--- src/rtl/rbd_ram.sv ---
// generic single-port-write, registered-read ram
module rbd_ram #(
    parameter int unsigned WIDTH = 56,
    parameter int unsigned DEPTH = 64,
    parameter int unsigned AW    = (DEPTH > 1) ? $clog2(DEPTH) : 1
) (
    input  logic             clk,
    input  logic             we,
    input  logic [AW-1:0]    waddr,
    input  logic [WIDTH-1:0] wdata,
    input  logic             re,
    input  logic [AW-1:0]    raddr,
    output logic [WIDTH-1:0] rdata
);

    logic [WIDTH-1:0] mem [DEPTH];
    logic [WIDTH-1:0] rdata_reg;

    always_ff @(posedge clk) begin
        if (we) begin
            mem[waddr] <= wdata;
        end
        if (re) begin
            rdata_reg <= mem[raddr];
        end
    end

    assign rdata = rdata_reg;

endmodule

--- config.mk ---
export PLATFORM = sky130hd
export DESIGN_NAME = rbd_ram
export DESIGN_NICKNAME = d
export VERILOG_FILES = /design/src/rtl/rbd_ram.sv
export SDC_FILE = /design/constraint.sdc
export NUM_CORES = 2
export LEC_CHECK = 0
export BUFFER_PORTS_ARGS = -buffer_cell sky130_fd_sc_hd__buf_2
export CELL_PAD_IN_SITES_DETAIL_PLACEMENT = 1
export CELL_PAD_IN_SITES_GLOBAL_PLACEMENT = 2
export CORE_MARGIN = 2
export CORE_UTILIZATION = 30
export DETAILED_ROUTE_END_ITERATION = 8
export PLACE_DENSITY = 0.63
export REMOVE_ABC_BUFFERS = 1
export SETUP_SLACK_MARGIN = 0.2
export SLEW_MARGIN = 20
export SYNTH_ARGS = -nofsm -noshare
export SYNTH_HDL_FRONTEND = slang
export SYNTH_SLANG_ARGS = --single-unit
--- constraint.sdc ---
create_clock -name clk -period 4.9 [get_ports clk]
set_clock_uncertainty 0.05 [all_clocks]
set_input_delay 0 -clock clk [delete_from_list [all_inputs] [get_ports clk]]
set_output_delay 0 -clock clk [all_outputs]
set_load 0.005 [all_outputs]
; After elaboration in Yosys (flattened, before gate mapping)
; Memory sizes are Yosys's and may differ from the RTL's. A register that Yosys moved wholly into a read port is not among the register bits.
; Index checks and enable logic that the tools add are counted.
[totals]
wordCells = 3
memories = 1
register_bits = 0
in_bits = 71
output_inout_bits = 56
ram_bits = 3584
[op_classes]
muxes = 2
[memory_table]
columns = memory, words, word_bits, rd, rd_ports_with_merged_regs, wr, line_no
row1 = mem, 64, 56, 1, 1, 1, 16  ; logic [WIDTH-1:0] mem [DEPTH];
[ops]
columns = cell, count
row1 = 1-bit 2-to-1 mux, 2

; Longest topological paths before layout
[logic_depth]
depth_word = 2
mapped_depth = 10
mapped_depth_nobuf = 5

; Worst setup path before layout
; Ideal clock, no wire load.
[synth_path]
path_kind = input to register
start = input waddr[3]
end = memory mem[48][0] (enable)
n_path_buf = 1
path_stages = 4
arrival_ns = 4.309
path_slack_ns = 0.003
cell_sequence = clkbuf_1 -> nor2b_1 -> nand4b_1 -> nor3_1
[synth_lines]
columns = element, line_no
row1 = "start, declared", 9  ; input logic [AW-1:0] waddr,
row2 = "end, declared", 16
; Straight into the memory's write port.

==> metrics <==
crit path kind=primary input to flop; final net count=roughly 6,500; Synth Register Bits=about 3,600; result of the run=completed; Leakage=49.0 nW; WL met1=about 180 mm; startpoint type of the worst setup path=primary input; switching power=about 0.014 W; reg2reg path depth=5; RSZ-0062 raised after global routing=no; Ys Warns=0; final wirelength=around 420 mm; Longest Clk Path Bufs=4; hold slack=a little under 0.1 ns; I/O pins=between 100 and 150; Critical Path End Type=flop; top cell type's share of synthesized area=roughly four fifths; vias in the first global route=approximately 71,000; worst r2r dst=rdata[14]; max FFs per register=between 3,000 and 4,000; Synth area leader=edfxtp_1; Critical Path Slowest Stage Cell=nor4_1; Max IR drop VDD=about 0.32 mV; global-route wire length before repair=585 mm; CP Cell Sequence=dlygate4sd3_1 > buf_6 > nor2b_2 > nand2b_2 > buf_4 > o22ai_1 > nor4_1 > o21a_1; Fin. Hold Viols=0; Site Rows=around 250; pin count of the biggest net entering global routing=120; mux cell area share after synthesis=between 10% and 20%; WL/cell=between 30 and 40 um; highest clock rate=about 0.29 GHz; Setup Fix Bufs, Post-CTS=0; FF+latch area=between 100,000 and 150,000 um2; DRT antenna net count=0; # setup viols final=0; combinational share of power=roughly 4.8%; setup ws final=between 1 and 1.5 ns; Clock power frac=between 40 and 50%; Placement Cell Area=147,000 um2; RR Startpoint=mem[39][14]; Mapped Cells=5,949; drt initial violations=between 8,000 and 9,000; grt ovf=0; sequential power share=a little over half; top post-synthesis cells by area=edfxtp_1 79%, mux4_2 13%, mux2i_1 1.6%, o22ai_1 1.1%, a22oi_1 0.40%; most frequent cells in the layout=3,640 x edfxtp_1, 803 x mux4_2, 367 x clkbuf_16; max_cap viols=0; asr flop ratio synth=0%; Place WS=roughly 1.3 ns; initial antenna violation count=42; clk_lat worst skew=just under 1 ns; Highest Signal Layer=met5; Primary FF master, synth=edfxtp_1; Worst setup startpoint=raddr[3]; Vias/cell=5.27; Layout area overhead=16.4%; worst-margin pin slew=~1.3 ns; CP max stage delay=~1.1 ns; CTS clk-pin slew, worst paths=0.06 ns; Sw Share=between 20 and 25%; Hold Crit Class=primary input to flop; Synth Area in Adders=0%; Final period util=roughly 71%; r2r setup slk=2.47 ns; die area=roughly 460,000 um2; met2 wire len=roughly 210 mm; CTS Sinks=~3,600; post-synthesis simple-gate area fraction=approximately 1.2%; DR vias=67,900; CP required=between 5 and 6 ns; CP max FO=53; DP HPWL=between 200 and 250 mm; Power Total=0.0660 W; Sum Neg Setup Slack=0 ns; height of the die=around 680 um; post-synthesis xor/xnor area fraction=0%; number of fillers in the final layout=44,200; commonest non-fill, non-tap cell in the layout=edfxtp_1; chip width=681 um; largest family of logic cells by synthesized area=multiplexers; initial core utilization=a little under a third; critical hold path startpoint=wdata[43]; Final min period=approximately 3.5 ns; Resized cells post-CTS=0; H-tree depth=5; CTS root buffer=clkbuf_16; Worst Path Arrival=around 4.2 ns; Total Routing Usage GR=around 18%; Netlist Area Pre-Place=138,000 um2; internal power=just over 0.05 W; Worst Setup EP=rdata[53]; sequential share of the synthesized area=roughly four fifths; CTS buffer count=between 300 and 400; TritonRoute pass-1 iters=5; Post-synth EDFFs=about 3,600; number of buffers added on ports=approximately 130; unique cell type count in the Yosys netlist=46; core box area=between 400,000 and 500,000 um2; syn avg cell area=23.1 um2; Final Max Slew Viols=0; proportion of layout cells with a drive suffix above 1=between 20% and 30%; relative slew slack=13.2%; DRC=0; gpl congestion=between 0.7 and 0.8; final instance area=~160,000 um2; Power Density=roughly 400 nW/um2; CTS tree=done; met3 routed WL=~27 mm; area fraction in compound gates after synthesis=around 3.0%; multi-input logic area=26,900 um2
## cell families after synthesis
logic type             count (synthesis)
and+or+nand+nor                      324
buffers and inverters                343
DFF                                 3640
AOI/OAI and AO/OA                    591
muxes                               1051
## power by group through the flow
| stage | registers, W | clock network (W) | logic [W] |
|---|---|---|---|
| after floorplan | 0.0353 | 0 | 0.00122 |
| after global placement | 0.0353 | 0 | 0.00305 |
| after detailed placement | 0.0354 | 0 | 0.00311 |
| after CTS | 0.0347 | 0.0287 | 0.00318 |
| after global routing | 0.0347 | 0.0298 | 0.00332 |
| final | 0.0347 | 0.0282 | 0.00314 |
## per-layer routing
| metal | track usage, % | up-vias |
|---|---|---|
| li1 | - | 26700 |
| met4 | 4.46 | 4 |
| met3 | 2.47 | 570 |
| met1 | 24.7 | 38100 |
| met5 | 0 | - |
| met2 | 29.8 | 2566 |
## worst min-delay path by stage
stage                   to  slack, ns  cells after the start
2_1_floorplan    mem[0][0]       0.05                      0
3_3_place_gp     rdata[28]       0.41                      1
3_5_place_dp      rdata[5]       0.40                      1
4_1_cts          rdata[11]       0.05                      5
5_1_grt        mem[23][51]       0.08                      2
6_report        mem[6][43]        0.1                      2
## cells in the mapped netlist, types with 3 or more instances
| cell | count |
|---|---|
| clkbuf_1 | 122 |
| o22ai_1 | 252 |
| o21a_1 | 33 |
| o21ai_0 | 40 |
| mux2i_1 | 217 |
| a311oi_1 | 21 |
| buf_1 | 14 |
| a21oi_1 | 15 |
| a211oi_1 | 37 |
| a221oi_1 | 3 |
| buf_8 | 3 |
| mux2_2 | 31 |
| nand3_1 | 29 |
| nor2b_1 | 14 |
| a41oi_1 | 3 |
| a22oi_1 | 73 |
| nand2b_1 | 9 |
| buf_2 | 104 |
| or3b_2 | 3 |
| nand2_1 | 75 |
| nor3_1 | 5 |
| a32oi_1 | 3 |
| o211ai_1 | 6 |
| a211o_1 | 10 |
| buf_4 | 68 |
| o221ai_1 | 57 |
| nand4_1 | 22 |
| or3_1 | 4 |
| nor2_1 | 89 |
| buf_6 | 30 |
| nand3b_1 | 3 |
| mux4_2 | 803 |
| and4b_1 | 3 |
| o21ai_1 | 19 |
| and2_1 | 17 |
| edfxtp_1 | 3640 |
| a41o_1 | 9 |
| nor4_1 | 35 |
| o211a_1 | 8 |
| or2_2 | 5 |
| and3_1 | 10 |
## through the flow
| stage | utilization (%) | instances |
|---|---|---|
| after global placement | 32.3 | 12100 |
| after floorplan | - | 5607 |
| after global routing | 35.1 | 12900 |
| final | 35.1 | 12900 |
| after CTS | 35.1 | 12900 |
| after detailed placement | 32.3 | 12100 |
## cell type report
cell class,instances,share of cell area [%]
Timing Repair Buffer,467,2.70
Inverter,1,0.00547
Sequential cell,3640,68.2
Clock inverter,224,1.53
Tap cell,6125,4.79
Clock buffer,448,5.92
Antenna cell,13,0.0203
Multi-Input combinational cell,1966,16.8
## repair_timing
item | CTS | global route
endpoints found under the hold margin | 3825 | 0
hold buffers | 73 | 0
endpoints found under the setup margin | 0 | 0
## critical path: cells and delay by family
family,cells,cell delay (ns)
AO/OA/AOI/OAI,2,0.41
AND/OR/NAND/NOR,3,1.91
buffers and inverters,3,1.66
(Power assumes the default switching activity.)
