===== src/rtl/rbd_pkg.sv =====
// shared constants, register codes and lane control type for the rgba box downsampler
package rbd_pkg;

    localparam int unsigned DEF_MAX_OUT_WIDTH = 64;
    localparam int unsigned DEF_MAX_BIN       = 8;

    localparam int unsigned CHAN_W     = 8;
    localparam int unsigned NUM_CHAN   = 4;
    localparam int unsigned PIX_W      = CHAN_W * NUM_CHAN;
    localparam int unsigned BIN_CFG_W  = 4;
    localparam int unsigned DIM_CFG_W  = 7;
    localparam int unsigned CFG_ADDR_W = 4;
    localparam int unsigned CFG_DATA_W = 32;

    localparam logic [1:0] REG_BIN_FACTOR = 2'd0;
    localparam logic [1:0] REG_OUT_WIDTH  = 2'd1;
    localparam logic [1:0] REG_OUT_HEIGHT = 2'd2;

    localparam logic [BIN_CFG_W-1:0] BIN_RESET    = 4'd3;
    localparam logic [DIM_CFG_W-1:0] WIDTH_RESET  = 7'd16;
    localparam logic [DIM_CFG_W-1:0] HEIGHT_RESET = 7'd16;

    typedef struct packed {
        logic acc;
        logic load;
        logic mul;
    } rbd_lane_ctl_t;

endpackage


===== src/rtl/rbd_lane.sv =====
// one channel lane: column sum accumulate and truncated divide by bin squared
module rbd_lane #(
    parameter int unsigned MAX_BIN = 8,
    parameter int unsigned BIN_W   = 4,
    parameter int unsigned SUM_W   = 14
) (
    input  logic                        clk,
    input  rbd_pkg::rbd_lane_ctl_t      ctl,
    input  logic [rbd_pkg::CHAN_W-1:0]  pix,
    input  logic [SUM_W-1:0]            ram_sum,
    input  logic [BIN_W-1:0]            bin,
    output logic [SUM_W-1:0]            sum_new,
    output logic [rbd_pkg::CHAN_W-1:0]  mean
);

    import rbd_pkg::*;

    localparam int unsigned K      = SUM_W;
    localparam int unsigned RCP_W  = K + 1;
    localparam int unsigned DIV_W  = 2 * BIN_W;
    localparam int unsigned PROD_W = SUM_W + RCP_W;
    localparam int unsigned QD_W   = SUM_W + DIV_W;

    logic [RCP_W-1:0]  rcp_tab [MAX_BIN+1];
    logic [DIV_W-1:0]  divisor;
    logic [SUM_W-1:0]  sum_reg;
    logic [PROD_W-1:0] prod_reg;
    logic [SUM_W-1:0]  q_est;
    logic [QD_W-1:0]   qd;
    logic [QD_W-1:0]   rem;
    logic [SUM_W-1:0]  quot;

    // reciprocal table, floor(2^K / b^2)
    for (genvar b = 0; b <= MAX_BIN; b++) begin : g_rcp
        localparam longint unsigned DIVISOR = (b == 0) ? 1 : b * b;
        localparam longint unsigned RCP     = (64'd1 << K) / DIVISOR;
        assign rcp_tab[b] = RCP[RCP_W-1:0];
    end

    assign divisor = {{BIN_W{1'b0}}, bin} * {{BIN_W{1'b0}}, bin};
    assign sum_new = ctl.load ? SUM_W'(pix) : ram_sum + SUM_W'(pix);

    always_ff @(posedge clk) begin
        if (ctl.acc) begin
            sum_reg <= sum_new;
        end
        if (ctl.mul) begin
            prod_reg <= PROD_W'(sum_reg) * PROD_W'(rcp_tab[bin]);
        end
    end

    // estimate is exact or one low
    always_comb begin
        q_est = prod_reg[K+SUM_W-1:K];
        qd    = QD_W'(q_est) * QD_W'(divisor);
        rem   = QD_W'(sum_reg) - qd;
        quot  = (rem >= QD_W'(divisor)) ? q_est + SUM_W'(1) : q_est;
        mean  = (quot > SUM_W'(8'hFF)) ? 8'hFF : quot[CHAN_W-1:0];
    end

endmodule


===== config.mk =====
export PLATFORM = sky130hd
export DESIGN_NAME = rbd_lane
export DESIGN_NICKNAME = d
export VERILOG_FILES = /design/src/rtl/rbd_pkg.sv /design/src/rtl/rbd_lane.sv
export SDC_FILE = /design/constraint.sdc
export NUM_CORES = 1
export LEC_CHECK = 0
export ABC_AREA = 0
export BUFFER_PORTS_ARGS = -buffer_cell sky130_fd_sc_hd__buf_2
export CORE_MARGIN = 5
export CORE_UTILIZATION = 45
export CTS_CLUSTER_DIAMETER = 60
export CTS_CLUSTER_SIZE = 16
export DETAILED_ROUTE_END_ITERATION = 10
export GPL_TIMING_DRIVEN = 0
export PLACE_DENSITY = 0.67
export SYNTH_ARGS = -nofsm -noshare
export SYNTH_HDL_FRONTEND = slang
export SYNTH_SLANG_ARGS = --single-unit

===== constraint.sdc =====
create_clock -name clk -period 24.8 [get_ports clk]
set_input_delay 4.96 -clock clk [delete_from_list [all_inputs] [get_ports clk]]
set_output_delay 4.96 -clock clk [all_outputs]
set_load 0.1 [all_outputs]

# After elaboration in Yosys (flattened, before gate mapping)
# Memories as Yosys holds them, arrays and structs flattened.
# Cells that the tools add are included.
[totals]
latchBits = 0
elab_cells = 18
ram_bits = 0
inputBits = 30
out_inout_bits = 22
register_bits = 42
n_memories = 1
mem_bits_ro = 240
[op_classes]
mul = 3
n_eq_ne = 0
bitwise = 1
n_shift = 0
muxes = 5
reduce_logical = 0
n_lt_le_gt_ge = 3
div = 0
n_addsub = 3
[mem_list]
columns = ["name", "depth", "width", "read_ports", "rd_clocked_by_memory_dff", "write_ports", "line", "source"]
rows = [
  ["(no name shown)", 16, 15, 1, 0, 0, "rbd_lane.sv:48", "prod_reg <= PROD_W'(sum_reg) * PROD_W'(rcp_tab[bin]);"],
]
[op_table]
columns = ["cell", "count"]
rows = [
  ["2-to-1 mux 15 bit", 2],
  ["multiplier 14 x 15 -> 28 bit", 1],
  ["2-to-1 mux 14 bit", 2],
  ["greater-or-equal comparator 22 x 8 -> 1 bit", 1],
  ["multiplier 14 x 8 -> 22 bit", 1],
  ["subtractor 14 x 22 -> 22 bit", 1],
  ["adder 14 x 1 -> 14 bit, second input constant", 1],
  ["adder 14 x 8 -> 14 bit", 1],
  ["greater-than comparator 14 x 8 -> 1 bit, second input constant", 1],
  ["multiplier 4 x 4 -> 8 bit", 1],
  ["2-to-1 mux 8 bit", 1],
  ["greater-or-equal comparator 5 bit, second input constant", 1],
  ["inverter 4 -> 5 bit", 1],
]

# Logic depth before layout (Yosys ltp)
[depth]
ltp_word = 7
depth_mapped = 33

# Least setup slack after synthesis
# OpenSTA, ideal clock, no wires.
[synth_timing]
kind = "in2out"
startpoint = "input port bin[2]"
endpoint = "output port mean[3] in the netlist's numbering"
arrival_ps = 12243
path_stages = 31
t_required_ps = 19840
slack_ps = 7597
path_cell_list = "clkbuf_1 nor2b_1 and2_1 inv_1 fa_1 xnor2_1 clkbuf_1 nand2_1 fa_1 inv_1 ha_1 fa_1 inv_1 fa_1 ha_1 buf_6 nand3_1 a211o_1 and3_1 xnor2_1 ha_1 nand2_1 a311o_1 o2111ai_1 nor4_1 and4_1 buf_6 a2111oi_4 mux2i_4 o21ba_1 nand2_1"
[synth_between]
elab_chain_cells = 7
[synth_lines]
columns = ["element", "line", "source"]
rows = [
  ["start: declaration", "rbd_lane.sv:11", "input logic [BIN_W-1:0] bin,"],
  ["multiplier 4 x 4 -> 8 bit *", "rbd_lane.sv:40", "assign divisor = {{BIN_W{1'b0}}, bin} * {{BIN_W{1'b0}}, bin};"],
  ["multiplier 14 x 8 -> 22 bit", "rbd_lane.sv:55", "qd = QD_W'(q_est) * QD_W'(divisor);"],
  ["subtractor 14 x 22 -> 22 bit", "rbd_lane.sv:56", "rem = QD_W'(sum_reg) - qd;"],
  ["greater-or-equal comparator 22 x 8 -> 1 bit *", "rbd_lane.sv:57", "quot = (rem >= QD_W'(divisor)) ? q_est + SUM_W'(1) : q_est;"],
  ["2-to-1 mux 14 bit *", "rbd_lane.sv:57", ""],
  ["greater-than comparator 14 x 8 -> 1 bit", "rbd_lane.sv:58", "mean = (quot > SUM_W'(8'hFF)) ? 8'hFF : quot[CHAN_W-1:0];"],
  ["2-to-1 mux 8 bit *", "rbd_lane.sv:58", ""],
  ["end: declaration", "rbd_lane.sv:13", "output logic [rbd_pkg::CHAN_W-1:0] mean"],
]
# Every way passes the cells marked *; elsewhere a longest branch is shown, timed or not.

# Worst setup path after layout
[layout_timing]
startpoint = "input port bin[3]"
endpoint = "output port mean[3] in the netlist's numbering"
# Same word-level chain as after synthesis.

==> flow_metrics.env <==
export IMPL_cts_sink_count=28
export IMPL_route_detailed_drc=0
export IMPL_postRouteAntennaNets=0
export IMPL_period_share=0.744
export IMPL_cts_htree_levels=1
export IMPL_postCtsSetupBuffers=0
export IMPL_cts_resized=0
export IMPL_worstPathRequired_ns=19.84
export IMPL_port_buffers=50
export IMPL_async_flop_share=0
export IMPL_clk_pin_slew_ns=0.08
export IMPL_gp_congestion=0.906
export IMPL_finalSetupViolations=0
export IMPL_core_area_um2=26900
export IMPL_critPathMaxStageDelay_ns=0.53
export IMPL_hold_class="reg2reg"
export IMPL_routed_wl_um=29500
export IMPL_fin_nets=1854
export IMPL_wl_per_cell_um=16.6
export IMPL_synth_seq_area_share=0.0686
export IMPL_cts_tree="done"
export IMPL_rsz0062_at_grt="false"
export IMPL_max_cap_violations=0
export IMPL_avgSynthCellArea_um2=8.84
export IMPL_worstSkewPairLatency_ns=0.27
export IMPL_synth_edf_count=28
export IMPL_clockBufferDepth=2
export IMPL_crit_slowest_cell="xnor2_1"
export IMPL_setup_tns_ns=0
export IMPL_synth_seq_cells=28
export IMPL_vias=9494
export IMPL_dieArea_um2=30600
export IMPL_yosys_most_used_dff="edfxtp_1"
export IMPL_grt_pass1_wl_um=49300
export IMPL_via_per_inst=5.33
export IMPL_synth_area_um2=12200
export IMPL_slew_headroom=0.315
export IMPL_worst_pin_slew_ns=1.03
export IMPL_overflow=0
export IMPL_finalHoldViolCount=0
export IMPL_syn_to_final_growth_pct=6.38
export IMPL_end_kind="output port"
export IMPL_antenna_found_initial=0
export IMPL_layout_drive_gt1_share=0.0625
export IMPL_start_kind="input port"
export IMPL_grt_max_degree=17
export IMPL_drt_pass1_iter_count=5
export IMPL_rr_worst_depth=20
export IMPL_ioPinCount=52
export IMPL_period_minus_slack_ns=18.44
export IMPL_cts_buffers_inserted=3
export IMPL_worst_path_max_fanout=10
export IMPL_cpMostUsedCell="fa_1"
export IMPL_grt_pass1_vias=9895
export IMPL_arrival_ns=13.48
export IMPL_syn_instance_count=1386
export IMPL_clock_skew_ns=0.00776
export IMPL_synth_nets=1799
export IMPL_holdBufCountCts=0
export IMPL_diodes=0
export IMPL_fp_row_count=60
export IMPL_fmax_mhz=54.2
export IMPL_ys_types=76
export IMPL_hold_depth=3
export IMPL_crit_type="in2out"
export IMPL_die_h_um=175
export IMPL_die_w_um=175
export IMPL_dp_hpwl_um=25300
export IMPL_ys_warn_count=0
export IMPL_track_usage=0.197
export IMPL_first_iter_violations=516
export IMPL_clockRootBuffer="clkbuf_16"
export IMPL_status="finished, final reports clean"
export IMPL_start_util=0.456
export IMPL_final_max_slew_viol_count=0
synth_stat cells (2+ instances only):
library cell	n	area (µm²)
a211o_1	6	52.6
edfxtp_1	28	841
a31o_2	2	17.5
nor4_1	14	87.6
a21oi_2	5	43.8
a21oi_1	39	195
o31ai_1	3	22.5
buf_2	4	20.0
or3_1	6	37.5
nor3_1	12	60.1
nand2b_1	9	56.3
and3_1	20	125
a311oi_1	3	26.3
xor2_1	20	175
a211oi_2	2	25.0
ha_1	198	2480
fa_1	185	3700
nor2b_1	15	93.8
o21bai_1	2	15.0
o2111ai_1	3	26.3
a21boi_0	3	22.5
o21ai_0	28	140
or2_2	5	31.3
buf_6	3	33.8
nand4_1	7	43.8
o211ai_1	3	22.5
nand3_1	17	85.1
nand2_1	118	443
a31oi_1	4	25.0
clkbuf_1	48	180
mux2_2	2	22.5
inv_1	290	1090
a21o_1	27	203
o21a_1	7	52.6
a211oi_1	6	45.0
nor2_1	41	154
nand4b_1	2	17.5
nor3b_1	5	37.5
xnor2_1	25	219
o211a_1	3	30.0
a221oi_1	3	26.3
and2_1	127	795
and4_1	3	26.3
worst max-delay path, delay by kind of cell:
kind	cells	cell delay, ns
multiplexers	1	0.32
AND/OR/NAND/NOR	7	1.45
XOR/XNOR	2	0.71
AO/OA/AOI/OAI	5	1.10
adder cells (fa/ha/maj)	7	2.68
buffers and inverters	9	2.23
path summary, 6_finish.rpt:
kind | slack (ns) | to | startpoint
setup / recovery | 6.36 | mean[3] | bin[3]
hold / removal | 0.91 | prod_reg[27] | sum_reg[13]
setup reg to reg | 17.47 | prod_reg[27] | sum_reg[3]
hold reg to reg | 0.91 | prod_reg[27] | sum_reg[13]
kinds of logic after synthesis:
family / Yosys count / synth area share
mux: 4 / 0.00449
buf+inv: 347 / 0.109
compound gates: 170 / 0.102
simple gates: 408 / 0.177
xor+xnor: 46 / 0.0341
flops: 28 / 0.0686
fa+ha+maj: 383 / 0.505
cell usage in the layout (no fill, tap or decap), types with 17 or more instances in the layout:
cell / instances
o21ai_0: 28
ha_1: 198
xor2_1: 20
fa_1: 185
nand2_1: 118
and2_1: 127
a21oi_1: 39
edfxtp_1: 28
buf_2: 54
a21o_1: 27
inv_1: 290
xnor2_1: 25
clkbuf_1: 48
nand3_1: 17
and3_1: 20
nor2_1: 41
final cells by class:
class,instances,area (µm²)
Tap cell,341,427
Fill cell,2550,13800
Clock inverter,1,30.0
Sequential cell,28,841
Timing Repair Buffer,50,250
Inverter,290,1090
Buffer,57,245
Multi-Input combinational cell,1011,10100
Clock buffer,3,75.1
through the flow:
stage	instance area, µm²	instances	hold slack (ns)	setup slack, ns	utilization
2_1_floorplan	12200	1386	0.737	7.60	-
3_3_place_gp	12900	1777	0.874	6.50	0.481
3_5_place_dp	12900	1777	0.884	6.43	0.481
4_1_cts	13000	1781	0.902	6.41	0.485
5_1_grt	13000	1781	0.943	5.92	0.485
6_report	13000	1781	0.911	6.36	0.485
layer usage:
layer	global-route usage	vias up	share of wire
met5	0	-	0
met3	0.0188	72	0.041
met1	0.263	4625	0.45
li1	-	4549	-
met4	0.0628	0	0.033
met2	0.339	248	0.48
Power is left out: the tool's default activity adds up to more than one toggle a clock period on the data nets, which glitch-free logic cannot reach.
